## src/design/drop_pkg.sv

```systemverilog
// ----------------------------------------------------------------------------
// drop_pkg
// types and constants shared by the dhcp reply parser modules
// ----------------------------------------------------------------------------
`timescale 1ns / 1ps

package drop_pkg;

  localparam int HDR_YIADDR  = 16;
  localparam int HDR_CHADDR  = 28;
  localparam int HDR_MAC_END = 34;
  localparam int OPT_START   = 240;

  localparam logic [7:0] CODE_PAD   = 8'd0;
  localparam logic [7:0] CODE_MASK  = 8'd1;
  localparam logic [7:0] CODE_DNS   = 8'd6;
  localparam logic [7:0] CODE_LEASE = 8'd51;
  localparam logic [7:0] CODE_TYPE  = 8'd53;
  localparam logic [7:0] CODE_END   = 8'hFF;

  localparam logic [7:0] TYPE_OFFER = 8'd2;
  localparam logic [7:0] TYPE_ACK   = 8'd5;

  localparam logic [1:0] WSEL_YI = 2'd0;
  localparam logic [1:0] WSEL_SI = 2'd1;
  localparam logic [1:0] WSEL_GI = 2'd2;

  typedef enum logic [1:0] {
    ACT_IGNORE  = 2'd0,
    ACT_REQUEST = 2'd1,
    ACT_APPLY   = 2'd2
  } act_t;

  typedef enum logic [1:0] {
    CLS_NONE = 2'd0,
    CLS_WORD = 2'd1,
    CLS_MAC  = 2'd2,
    CLS_OPT  = 2'd3
  } cls_t;

  typedef enum logic [1:0] {
    PH_CODE  = 2'd0,
    PH_LEN   = 2'd1,
    PH_VALUE = 2'd2
  } phase_t;

  typedef struct packed {
    logic [7:0] data;
    logic       last;
    cls_t       cls;
    logic [3:0] sel;
    logic       hdr_done;
  } item_t;

  typedef struct packed {
    logic [4:0]  pad;
    logic [31:0] lease_time;
    logic [31:0] dns_addr;
    logic [31:0] net_mask;
    logic [31:0] router_ip;
    logic [31:0] server_ip;
    logic [31:0] offered_ip;
    logic [7:0]  message_type;
    logic        mac_match;
    act_t        action;
  } result_t;

endpackage

```

## src/design/drop_front.sv

```systemverilog
// ----------------------------------------------------------------------------
// drop_front
// tracks the byte offset and tags each byte with its header or option role
// ----------------------------------------------------------------------------
`timescale 1ns / 1ps

module drop_front #(
  parameter int MAX_MESSAGE_BYTES = 1500
) (
  input  logic           clk,
  input  logic           rst,
  input  logic           in_valid,
  input  logic [7:0]     in_data,
  input  logic           in_last,
  output logic           in_ready,
  output logic           push,
  output drop_pkg::item_t push_item,
  input  logic           q_full
);
  import drop_pkg::*;

  localparam int PW = $clog2(MAX_MESSAGE_BYTES + 1);

  logic [PW-1:0] pos;
  logic [PW-1:0] pos_next;
  logic          in_range;

  assign in_ready = !q_full;
  assign push     = in_valid && !q_full;
  assign in_range = pos < PW'(MAX_MESSAGE_BYTES);

  always_comb begin
    push_item.data     = in_data;
    push_item.last     = in_last;
    push_item.cls      = CLS_NONE;
    push_item.sel      = 4'd0;
    push_item.hdr_done = pos >= PW'(HDR_MAC_END - 1);
    if (!in_range) begin
      push_item.cls = CLS_NONE;
    end else if (pos >= PW'(OPT_START)) begin
      push_item.cls = CLS_OPT;
    end else if (pos >= PW'(HDR_YIADDR) && pos < PW'(HDR_CHADDR)) begin
      push_item.cls = CLS_WORD;
      push_item.sel = 4'(pos - PW'(HDR_YIADDR));
    end else if (pos >= PW'(HDR_CHADDR) && pos < PW'(HDR_MAC_END)) begin
      push_item.cls = CLS_MAC;
      push_item.sel = 4'(pos - PW'(HDR_CHADDR));
    end
  end

  always_comb begin
    if (in_last) begin
      pos_next = '0;
    end else if (in_range) begin
      pos_next = pos + PW'(1);
    end else begin
      pos_next = pos;
    end
  end

  always_ff @(posedge clk) begin
    if (rst) begin
      pos <= '0;
    end else if (push) begin
      pos <= pos_next;
    end
  end

endmodule

```

## src/design/drop_queue.sv

```systemverilog
// ----------------------------------------------------------------------------
// drop_queue
// short fifo of tagged items between the front and the back
// ----------------------------------------------------------------------------
`timescale 1ns / 1ps

module drop_queue (
  input  logic            clk,
  input  logic            rst,
  input  logic            push,
  input  drop_pkg::item_t push_item,
  output logic            full,
  input  logic            pop,
  output drop_pkg::item_t head,
  output logic            empty
);
  import drop_pkg::*;

  localparam int DEPTH = 4;
  localparam int AW    = $clog2(DEPTH);

  item_t         slots [DEPTH];
  logic [AW-1:0] wr_ptr;
  logic [AW-1:0] rd_ptr;
  logic [AW:0]   count;

  assign full  = count == (AW+1)'(DEPTH);
  assign empty = count == '0;
  assign head  = slots[rd_ptr];

  always_ff @(posedge clk) begin
    if (push) begin
      slots[wr_ptr] <= push_item;
    end
  end

  always_ff @(posedge clk) begin
    if (rst) begin
      wr_ptr <= '0;
      rd_ptr <= '0;
      count  <= '0;
    end else begin
      if (push) begin
        wr_ptr <= wr_ptr + AW'(1);
      end
      if (pop) begin
        rd_ptr <= rd_ptr + AW'(1);
      end
      if (push && !pop) begin
        count <= count + (AW+1)'(1);
      end else if (pop && !push) begin
        count <= count - (AW+1)'(1);
      end
    end
  end

endmodule

```

## src/design/drop_back.sv

```systemverilog
// ----------------------------------------------------------------------------
// drop_back
// walks the option tlvs, captures fields and registers the result item
// ----------------------------------------------------------------------------
`timescale 1ns / 1ps

module drop_back (
  input  logic             clk,
  input  logic             rst,
  input  logic [47:0]      station_mac,
  input  drop_pkg::item_t  head,
  input  logic             empty,
  output logic             pop,
  output logic             out_valid,
  input  logic             out_ready,
  output drop_pkg::result_t out_result
);
  import drop_pkg::*;

  phase_t      phase;
  phase_t      phase_next;
  logic [7:0]  code;
  logic [7:0]  code_next;
  logic [7:0]  remaining;
  logic [7:0]  remaining_next;
  logic [2:0]  value_index;
  logic [2:0]  value_index_next;
  logic        match;
  logic        match_next;
  logic        ended;
  logic        ended_next;
  logic [7:0]  msg_type;
  logic [7:0]  msg_type_next;
  logic [31:0] yi, yi_next;
  logic [31:0] si, si_next;
  logic [31:0] gi, gi_next;
  logic [31:0] mask, mask_next;
  logic [31:0] dns, dns_next;
  logic [31:0] lease, lease_next;
  logic        opt_live;
  logic [7:0]  b;
  logic [7:0]  mac_byte;
  result_t     result;

  assign b        = head.data;
  assign opt_live = head.cls == CLS_OPT && !ended;
  assign mac_byte = 8'(station_mac >> {head.sel[2:0], 3'b000});
  assign pop      = !empty && (!head.last || !out_valid || out_ready);

  // tlv walk
  always_comb begin
    phase_next = phase;
    if (opt_live) begin
      unique case (phase)
        PH_CODE: begin
          if (b != CODE_PAD && b != CODE_END) begin
            phase_next = PH_LEN;
          end
        end
        PH_LEN: begin
          phase_next = (b == 8'd0) ? PH_CODE : PH_VALUE;
        end
        PH_VALUE: begin
          if (remaining == 8'd1) begin
            phase_next = PH_CODE;
          end
        end
        default: phase_next = PH_CODE;
      endcase
    end
  end

  always_comb begin
    code_next        = code;
    remaining_next   = remaining;
    value_index_next = value_index;
    match_next       = match;
    ended_next       = ended;
    msg_type_next    = msg_type;
    yi_next          = yi;
    si_next          = si;
    gi_next          = gi;
    mask_next        = mask;
    dns_next         = dns;
    lease_next       = lease;
    unique case (head.cls)
      CLS_WORD: begin
        unique case (head.sel[3:2])
          WSEL_YI: yi_next[{head.sel[1:0], 3'b000} +: 8] = b;
          WSEL_SI: si_next[{head.sel[1:0], 3'b000} +: 8] = b;
          WSEL_GI: gi_next[{head.sel[1:0], 3'b000} +: 8] = b;
          default: ;
        endcase
      end
      CLS_MAC: begin
        if (mac_byte != b) begin
          match_next = 1'b0;
        end
      end
      CLS_OPT: begin
        if (!ended) begin
          unique case (phase)
            PH_CODE: begin
              if (b == CODE_END) begin
                ended_next = 1'b1;
              end else if (b != CODE_PAD) begin
                code_next = b;
              end
            end
            PH_LEN: begin
              remaining_next   = b;
              value_index_next = 3'd0;
              case (code)
                CODE_MASK:  mask_next     = '0;
                CODE_DNS:   dns_next      = '0;
                CODE_LEASE: lease_next    = '0;
                CODE_TYPE:  msg_type_next = '0;
                default: ;
              endcase
            end
            PH_VALUE: begin
              if (!value_index[2]) begin
                case (code)
                  CODE_MASK:  mask_next[{value_index[1:0], 3'b000} +: 8] = b;
                  CODE_DNS:   dns_next[{value_index[1:0], 3'b000} +: 8]  = b;
                  CODE_LEASE: lease_next = {lease[23:0], b};
                  CODE_TYPE: begin
                    if (value_index == 3'd0) begin
                      msg_type_next = b;
                    end
                  end
                  default: ;
                endcase
                value_index_next = value_index + 3'd1;
              end
              remaining_next = remaining - 8'd1;
            end
            default: ;
          endcase
        end
      end
      default: ;
    endcase
  end

  always_comb begin
    result              = '0;
    result.mac_match    = match_next && head.hdr_done;
    result.message_type = msg_type_next;
    result.offered_ip   = yi_next;
    result.server_ip    = si_next;
    result.router_ip    = (gi_next != '0) ? gi_next : si_next;
    result.net_mask     = mask_next;
    result.dns_addr     = dns_next;
    result.lease_time   = lease_next;
    result.action       = ACT_IGNORE;
    if (result.mac_match) begin
      if (msg_type_next == TYPE_OFFER) begin
        result.action = ACT_REQUEST;
      end else if (msg_type_next == TYPE_ACK) begin
        result.action = ACT_APPLY;
      end
    end
  end

  always_ff @(posedge clk) begin
    if (rst || (pop && head.last)) begin
      phase       <= PH_CODE;
      code        <= '0;
      remaining   <= '0;
      value_index <= '0;
      match       <= 1'b1;
      ended       <= 1'b0;
      msg_type    <= '0;
      yi          <= '0;
      si          <= '0;
      gi          <= '0;
      mask        <= '0;
      dns         <= '0;
      lease       <= '0;
    end else if (pop) begin
      phase       <= phase_next;
      code        <= code_next;
      remaining   <= remaining_next;
      value_index <= value_index_next;
      match       <= match_next;
      ended       <= ended_next;
      msg_type    <= msg_type_next;
      yi          <= yi_next;
      si          <= si_next;
      gi          <= gi_next;
      mask        <= mask_next;
      dns         <= dns_next;
      lease       <= lease_next;
    end
  end

  // result register
  always_ff @(posedge clk) begin
    if (rst) begin
      out_valid <= 1'b0;
    end else if (pop && head.last) begin
      out_valid <= 1'b1;
    end else if (out_ready) begin
      out_valid <= 1'b0;
    end
  end

  always_ff @(posedge clk) begin
    if (pop && head.last) begin
      out_result <= result;
    end
  end

endmodule

```

## src/design/dhcp_reply_option_parser_top.sv

```systemverilog
// ----------------------------------------------------------------------------
// dhcp_reply_option_parser_top
// dhcp client reply parser: header capture, option walk and action report
// ----------------------------------------------------------------------------
// usage:
//   s_* carries the dhcp message one byte per item, starting right after the
//   udp header; s_tlast marks the final byte of the message.
//   m_* carries one result item per message, issued for the byte marked last.
//   the apb port holds station_mac at address 0, written while idle.
// result: the last byte is written to the tag queue, and the result register
//   loads the result item as that byte leaves the tag queue.
// throughput: one byte per cycle while results are taken, set by the
//   combinational tlv walk in the back end; messages may follow with no gap.
// reset: rst is synchronous; it empties the queue, drops any pending result
//   and returns the parser to the start of a message. station_mac clears.
// stall: while m_tready is low the result holds; bytes keep flowing into the
//   four-entry queue until the next last byte needs the result register,
//   after which s_tready drops once the queue fills.
// ----------------------------------------------------------------------------
`timescale 1ns / 1ps

module dhcp_reply_option_parser_top #(
  parameter int MAX_MESSAGE_BYTES = 1500
) (
  input  logic          clk,
  input  logic          rst,
  input  logic          s_tvalid,
  output logic          s_tready,
  input  logic [7:0]    s_tdata,   // data_byte
  input  logic          s_tlast,   // last_byte
  output logic          m_tvalid,
  input  logic          m_tready,
  // action[1:0], mac_match[2], message_type[10:3], offered_ip[42:11],
  // server_ip[74:43], router_ip[106:75], net_mask[138:107],
  // dns_addr[170:139], lease_time[202:171], zero fill[207:203]
  output logic [207:0]  m_tdata,
  input  logic          psel,
  input  logic          penable,
  input  logic          pwrite,
  input  logic [3:0]    paddr,
  input  logic [63:0]   pwdata,
  output logic [63:0]   prdata,
  output logic          pready
);
  import drop_pkg::*;

  logic [47:0] station_mac;
  logic        push;
  item_t       push_item;
  logic        q_full;
  logic        pop;
  item_t       head;
  logic        q_empty;
  result_t     out_result;

  assign pready  = 1'b1;
  assign prdata  = (paddr[3] == 1'b0) ? {16'd0, station_mac} : 64'd0;
  assign m_tdata = out_result;

  always_ff @(posedge clk) begin
    if (rst) begin
      station_mac <= '0;
    end else if (psel && penable && pwrite && pready && paddr[3] == 1'b0) begin
      station_mac <= pwdata[47:0];
    end
  end

  drop_front #(
    .MAX_MESSAGE_BYTES(MAX_MESSAGE_BYTES)
  ) u_front (
    .clk      (clk),
    .rst      (rst),
    .in_valid (s_tvalid),
    .in_data  (s_tdata),
    .in_last  (s_tlast),
    .in_ready (s_tready),
    .push     (push),
    .push_item(push_item),
    .q_full   (q_full)
  );

  drop_queue u_queue (
    .clk      (clk),
    .rst      (rst),
    .push     (push),
    .push_item(push_item),
    .full     (q_full),
    .pop      (pop),
    .head     (head),
    .empty    (q_empty)
  );

  drop_back u_back (
    .clk        (clk),
    .rst        (rst),
    .station_mac(station_mac),
    .head       (head),
    .empty      (q_empty),
    .pop        (pop),
    .out_valid  (m_tvalid),
    .out_ready  (m_tready),
    .out_result (out_result)
  );

endmodule

```

## config.mk

```make
export PLATFORM = sky130hd
export DESIGN_NAME = dhcp_reply_option_parser_top
export DESIGN_NICKNAME = d
export VERILOG_FILES = /design/src/design/drop_pkg.sv /design/src/design/drop_front.sv /design/src/design/drop_queue.sv /design/src/design/drop_back.sv /design/src/design/dhcp_reply_option_parser_top.sv
export SDC_FILE = /design/constraint.sdc
export NUM_CORES = 1
export LEC_CHECK = 0
export BUFFER_PORTS_ARGS = -buffer_cell sky130_fd_sc_hd__clkbuf_2
export CAP_MARGIN = 25
export CORE_AREA = 2 2 219 221
export CTS_CLUSTER_DIAMETER = 50
export CTS_CLUSTER_SIZE = 14
export DETAILED_ROUTE_END_ITERATION = 7
export DIE_AREA = 0 0 221 223
export PLACE_DENSITY = 0.76
export RECOVER_POWER = 25
export SLEW_MARGIN = 25
export SYNTH_ARGS = -nofsm -noshare
export SYNTH_HDL_FRONTEND = slang
export SYNTH_SLANG_ARGS = --single-unit
```

## constraint.sdc

```tcl
create_clock -name clk -period 7.6 [get_ports clk]
set_input_delay 0.38 -clock clk [delete_from_list [all_inputs] [get_ports clk]]
set_output_delay 0.38 -clock clk [all_outputs]
set_load 0.05 [all_outputs]
```

==> results.json <==
{
  "outcome": "finished, violations left",
  "violations": "capacitance limit, slew limit",
  "required_ps": 7920,
  "avgSynthCellArea_sq_um": 10.1,
  "antenna_found_initial": 0,
  "boundaryPins": 359,
  "ctsLongestPathBuffers": 3,
  "tritoncts": "yes",
  "grt_start_max_net_pins": 155,
  "fin_crit_ps": 5180,
  "clock_skew_ps": 14.5,
  "critPathKind": "reg2reg",
  "library_cell_contributing_the_largest_single_delay_on_the_critical_path": "sky130_fd_sc_hd__dfxtp_1",
  "std_cell_rows": 80,
  "critical-path-max-stage-delay_ps": 810,
  "finalWirelength_um": 64500,
  "power-per-cell-area_nw_per_um2": 430,
  "fp.dieW_um": 221,
  "dieArea_sq_um": 49300,
  "asyncSetResetFlopFracSynth_pct": 0,
  "postCtsResizedCells": 0,
  "synth.ff_latch_count": 559,
  "cell_count_of_the_worst_reg_to_reg_path": 12,
  "multi_input_comb_area_sq_um": 9300,
  "detail-route-antenna-nets": 0,
  "synth-main-ff-cell": "sky130_fd_sc_hd__dfxtp_1",
  "cts.sinks": 559,
  "grt_pass1_wl_um": 97800,
  "capturing_element_type_of_the_critical_path": "flop",
  "effective_utilization_at_floorplan_pct": 51.2,
  "ir_worst_vdd_v": 0.000348,
  "syn_to_layout_area_delta_pct": 14.9,
  "leading_cell_types_in_the_layout_fill_and_taps_excluded": "sky130_fd_sc_hd__nand2_1, sky130_fd_sc_hd__dfxtp_1, sky130_fd_sc_hd__nor2_1",
  "total_leakage_power_nw": 10.0,
  "wl_per_cell_um": 19.5,
  "post-synth-top-area-fraction_pct": 33.2,
  "max_freq_mhz": 193,
  "fill_cells": 3958,
  "cp-start-kind": "flop",
  "final.period_utilization_pct": 68.1,
  "cts-buffers-inserted": 51,
  "core_sq_um": 47100,
  "crit_path_cell_trace": "mux4_2, inv_1, ha_1, nor3b_1, nor2b_1, buf_4, o21ai_0, mux2_2, nand4_1, or4_1, buf_4, o221ai_1",
  "synthesis.instances": 2387,
  "hold_fails_final_rpt": 0,
  "crit-reg2reg-capture": "u_back.out_result[76]",
  "clock_root_buffer": "sky130_fd_sc_hd__clkbuf_16",
  "drive_gt1_share_pct": 12.1,
  "timing_max_transition_violations_final": 100,
  "route.detailed.drc": 0,
  "routed_via_density": 5.91,
  "grt_pass1_vias": 18000,
  "path_max_fanout": 20,
  "finalNetCount": 2755,
  "overflow": 0,
  "yosysSeqAreaShare_pct": 57.4,
  "r2r_setup_slk_ps": 2420,
  "first_iter_violations": 2124,
  "ys_types": 64,
  "htree_levels": 2,
  "seqCellArea_sq_um": 13900,
  "cts.hold.buffers_added": 41,
  "port_buffers": 317,
  "yosysWarningCount": 0,
  "place.detailed.instances": 3166,
  "hpwlAfterDp_um": 40700,
  "p_total_mw": 11.9,
  "synth_area_sq_um": 24200,
  "min-delay-start": "pwdata[11]",
  "clk-insertion-delay-late_ps": 590,
  "end_point_of_the_worst_hold_path": "station_mac[11]",
  "synth_enable_flop_cells": 267,
  "critical-path-top-cell-by-count": "sky130_fd_sc_hd__buf_4",
  "num_antenna_cells": 0,
  "grt_setup_unrepaired": "false",
  "globalplace.congestion": 0.856,
  "cts_setup_buffers": 0,
  "yosysTopAreaCell": "sky130_fd_sc_hd__edfxtp_1",
  "maxCapViolations": 2,
  "finalSetupViolCount": 0,
  "instances_no_fill": 3301,
  "max_slew_margin_pct": -42.0,
  "die_h_um": 223,
  "hold-path-cell-count": 3,
  "drtPass1Iterations": 8,
  "netlist_top_cells_area": "sky130_fd_sc_hd__edfxtp_1, sky130_fd_sc_hd__dfxtp_1, sky130_fd_sc_hd__nand2_1",
  "worstHoldPathType": "in2reg",
  "clk_transition_reported_paths_ps": 70,
  "globalRouteTotalUtil_pct": 24.7,
  "timing.critical_path.arrival_ps": 5500,
  "layout.cells.most_common": "sky130_fd_sc_hd__nand2_1",
  "route.vias.total": 19500,
  "setup_total_negative_slack_ps": 0,
  "worst_slew_pin_slew_ps": 2130
}
-- sequential cells by signal, indices dropped and copies added (netlist names), 3 cells and up, named ones only --
register,flops
u_back.remaining,8
u_queue.slots,64
u_back.si,32
u_back.dns,32
u_front.pos,11
u_back.out_result,203
u_queue.count,3
u_back.msg_type,8
u_back.code,8
u_back.value_index,3
u_back.lease,32
u_back.yi,32
station_mac,48
u_back.mask,32
u_back.gi,32
-- metrics by stage --
stage	hold slack (ps)	util [%]	cell area [sq um]	worst slack [ps]
floorplan	432	-	24200	2300
global placement	439	55.1	26000	2620
detailed placement	450	55.1	26000	2520
CTS	3.26	59.3	28000	2480
global route	15.9	58.9	27800	2190
finish	27.0	58.9	27800	2420
-- cells in the mapped netlist, drive strengths merged, types with 31 or more instances --
master and n:
a22o 56, buf 60, a311oi 35, nand2 379
o21ai 61, clkbuf 144, nor2 293, edfxtp 267
nand4 36, a211oi 42, a21oi 205, a221oi 33
nor2b 54, dfxtp 292, nor3 52, nand3 31
inv 57
-- worst max-delay path by stage --
stage | start | cells after the start | endpoint | slack (ps)
global placement | flop | 12 | u_back.out_result[76] | 2620
detailed placement | flop | 12 | u_back.out_result[76] | 2520
global route | flop | 12 | u_back.out_result[76] | 2190
finish | flop | 12 | u_back.out_result[76] | 2420
CTS | flop | 12 | u_back.out_result[76] | 2480
floorplan | flop | 10 | u_back.dns[16] | 2300
-- kinds of logic after synthesis --
family	Yosys count	synth area share, %
AO/OA/AOI/OAI	534	15.4
XOR/XNOR	21	0.761
adder cells (fa/ha/maj)	26	1.38
buffers and inverters	262	4.61
flip-flops	559	57.4
multiplexers	67	3.76
other	2	0.0311
AND/OR/NAND/NOR	916	16.7
-- worst max-delay path, delay by kind of cell, from the launching register on --
family	cells	cell delay [ps]
multiplexers	2	980
adder cells (fa/ha/maj)	1	450
buffers and inverters	3	890
AND/OR/NAND/NOR	4	1450
AO/OA/AOI/OAI	2	280
flip-flops	1	810
-- where the power goes --
group / internal [mW] / switching, mW / total [mW]
Combinational: 1.00 / 3.92 / 4.92
Sequential: 4.15 / 0.377 / 4.53
Clock: 1.35 / 1.12 / 2.47
Total: 6.50 / 5.42 / 11.9
-- per-layer routing --
layer	up-vias	GRT usage [%]	wire length, um
met1	9474	33.4	27000
li1	9051	-	-
met5	-	0	0
met2	838	40.3	30700
met4	0	9.55	2170
met3	137	3.69	4680
-- area by class of cell --
cell class,count,area share (%)
Sequential cell,559,50.0
Multi-Input combinational cell,1586,33.5
Tap cell,615,2.77
Clock inverter,16,0.487
Timing Repair Buffer,389,7.30
Inverter,58,0.785
Clock buffer,78,5.19
No activity file was read; power rests on OpenSTA's default activity.
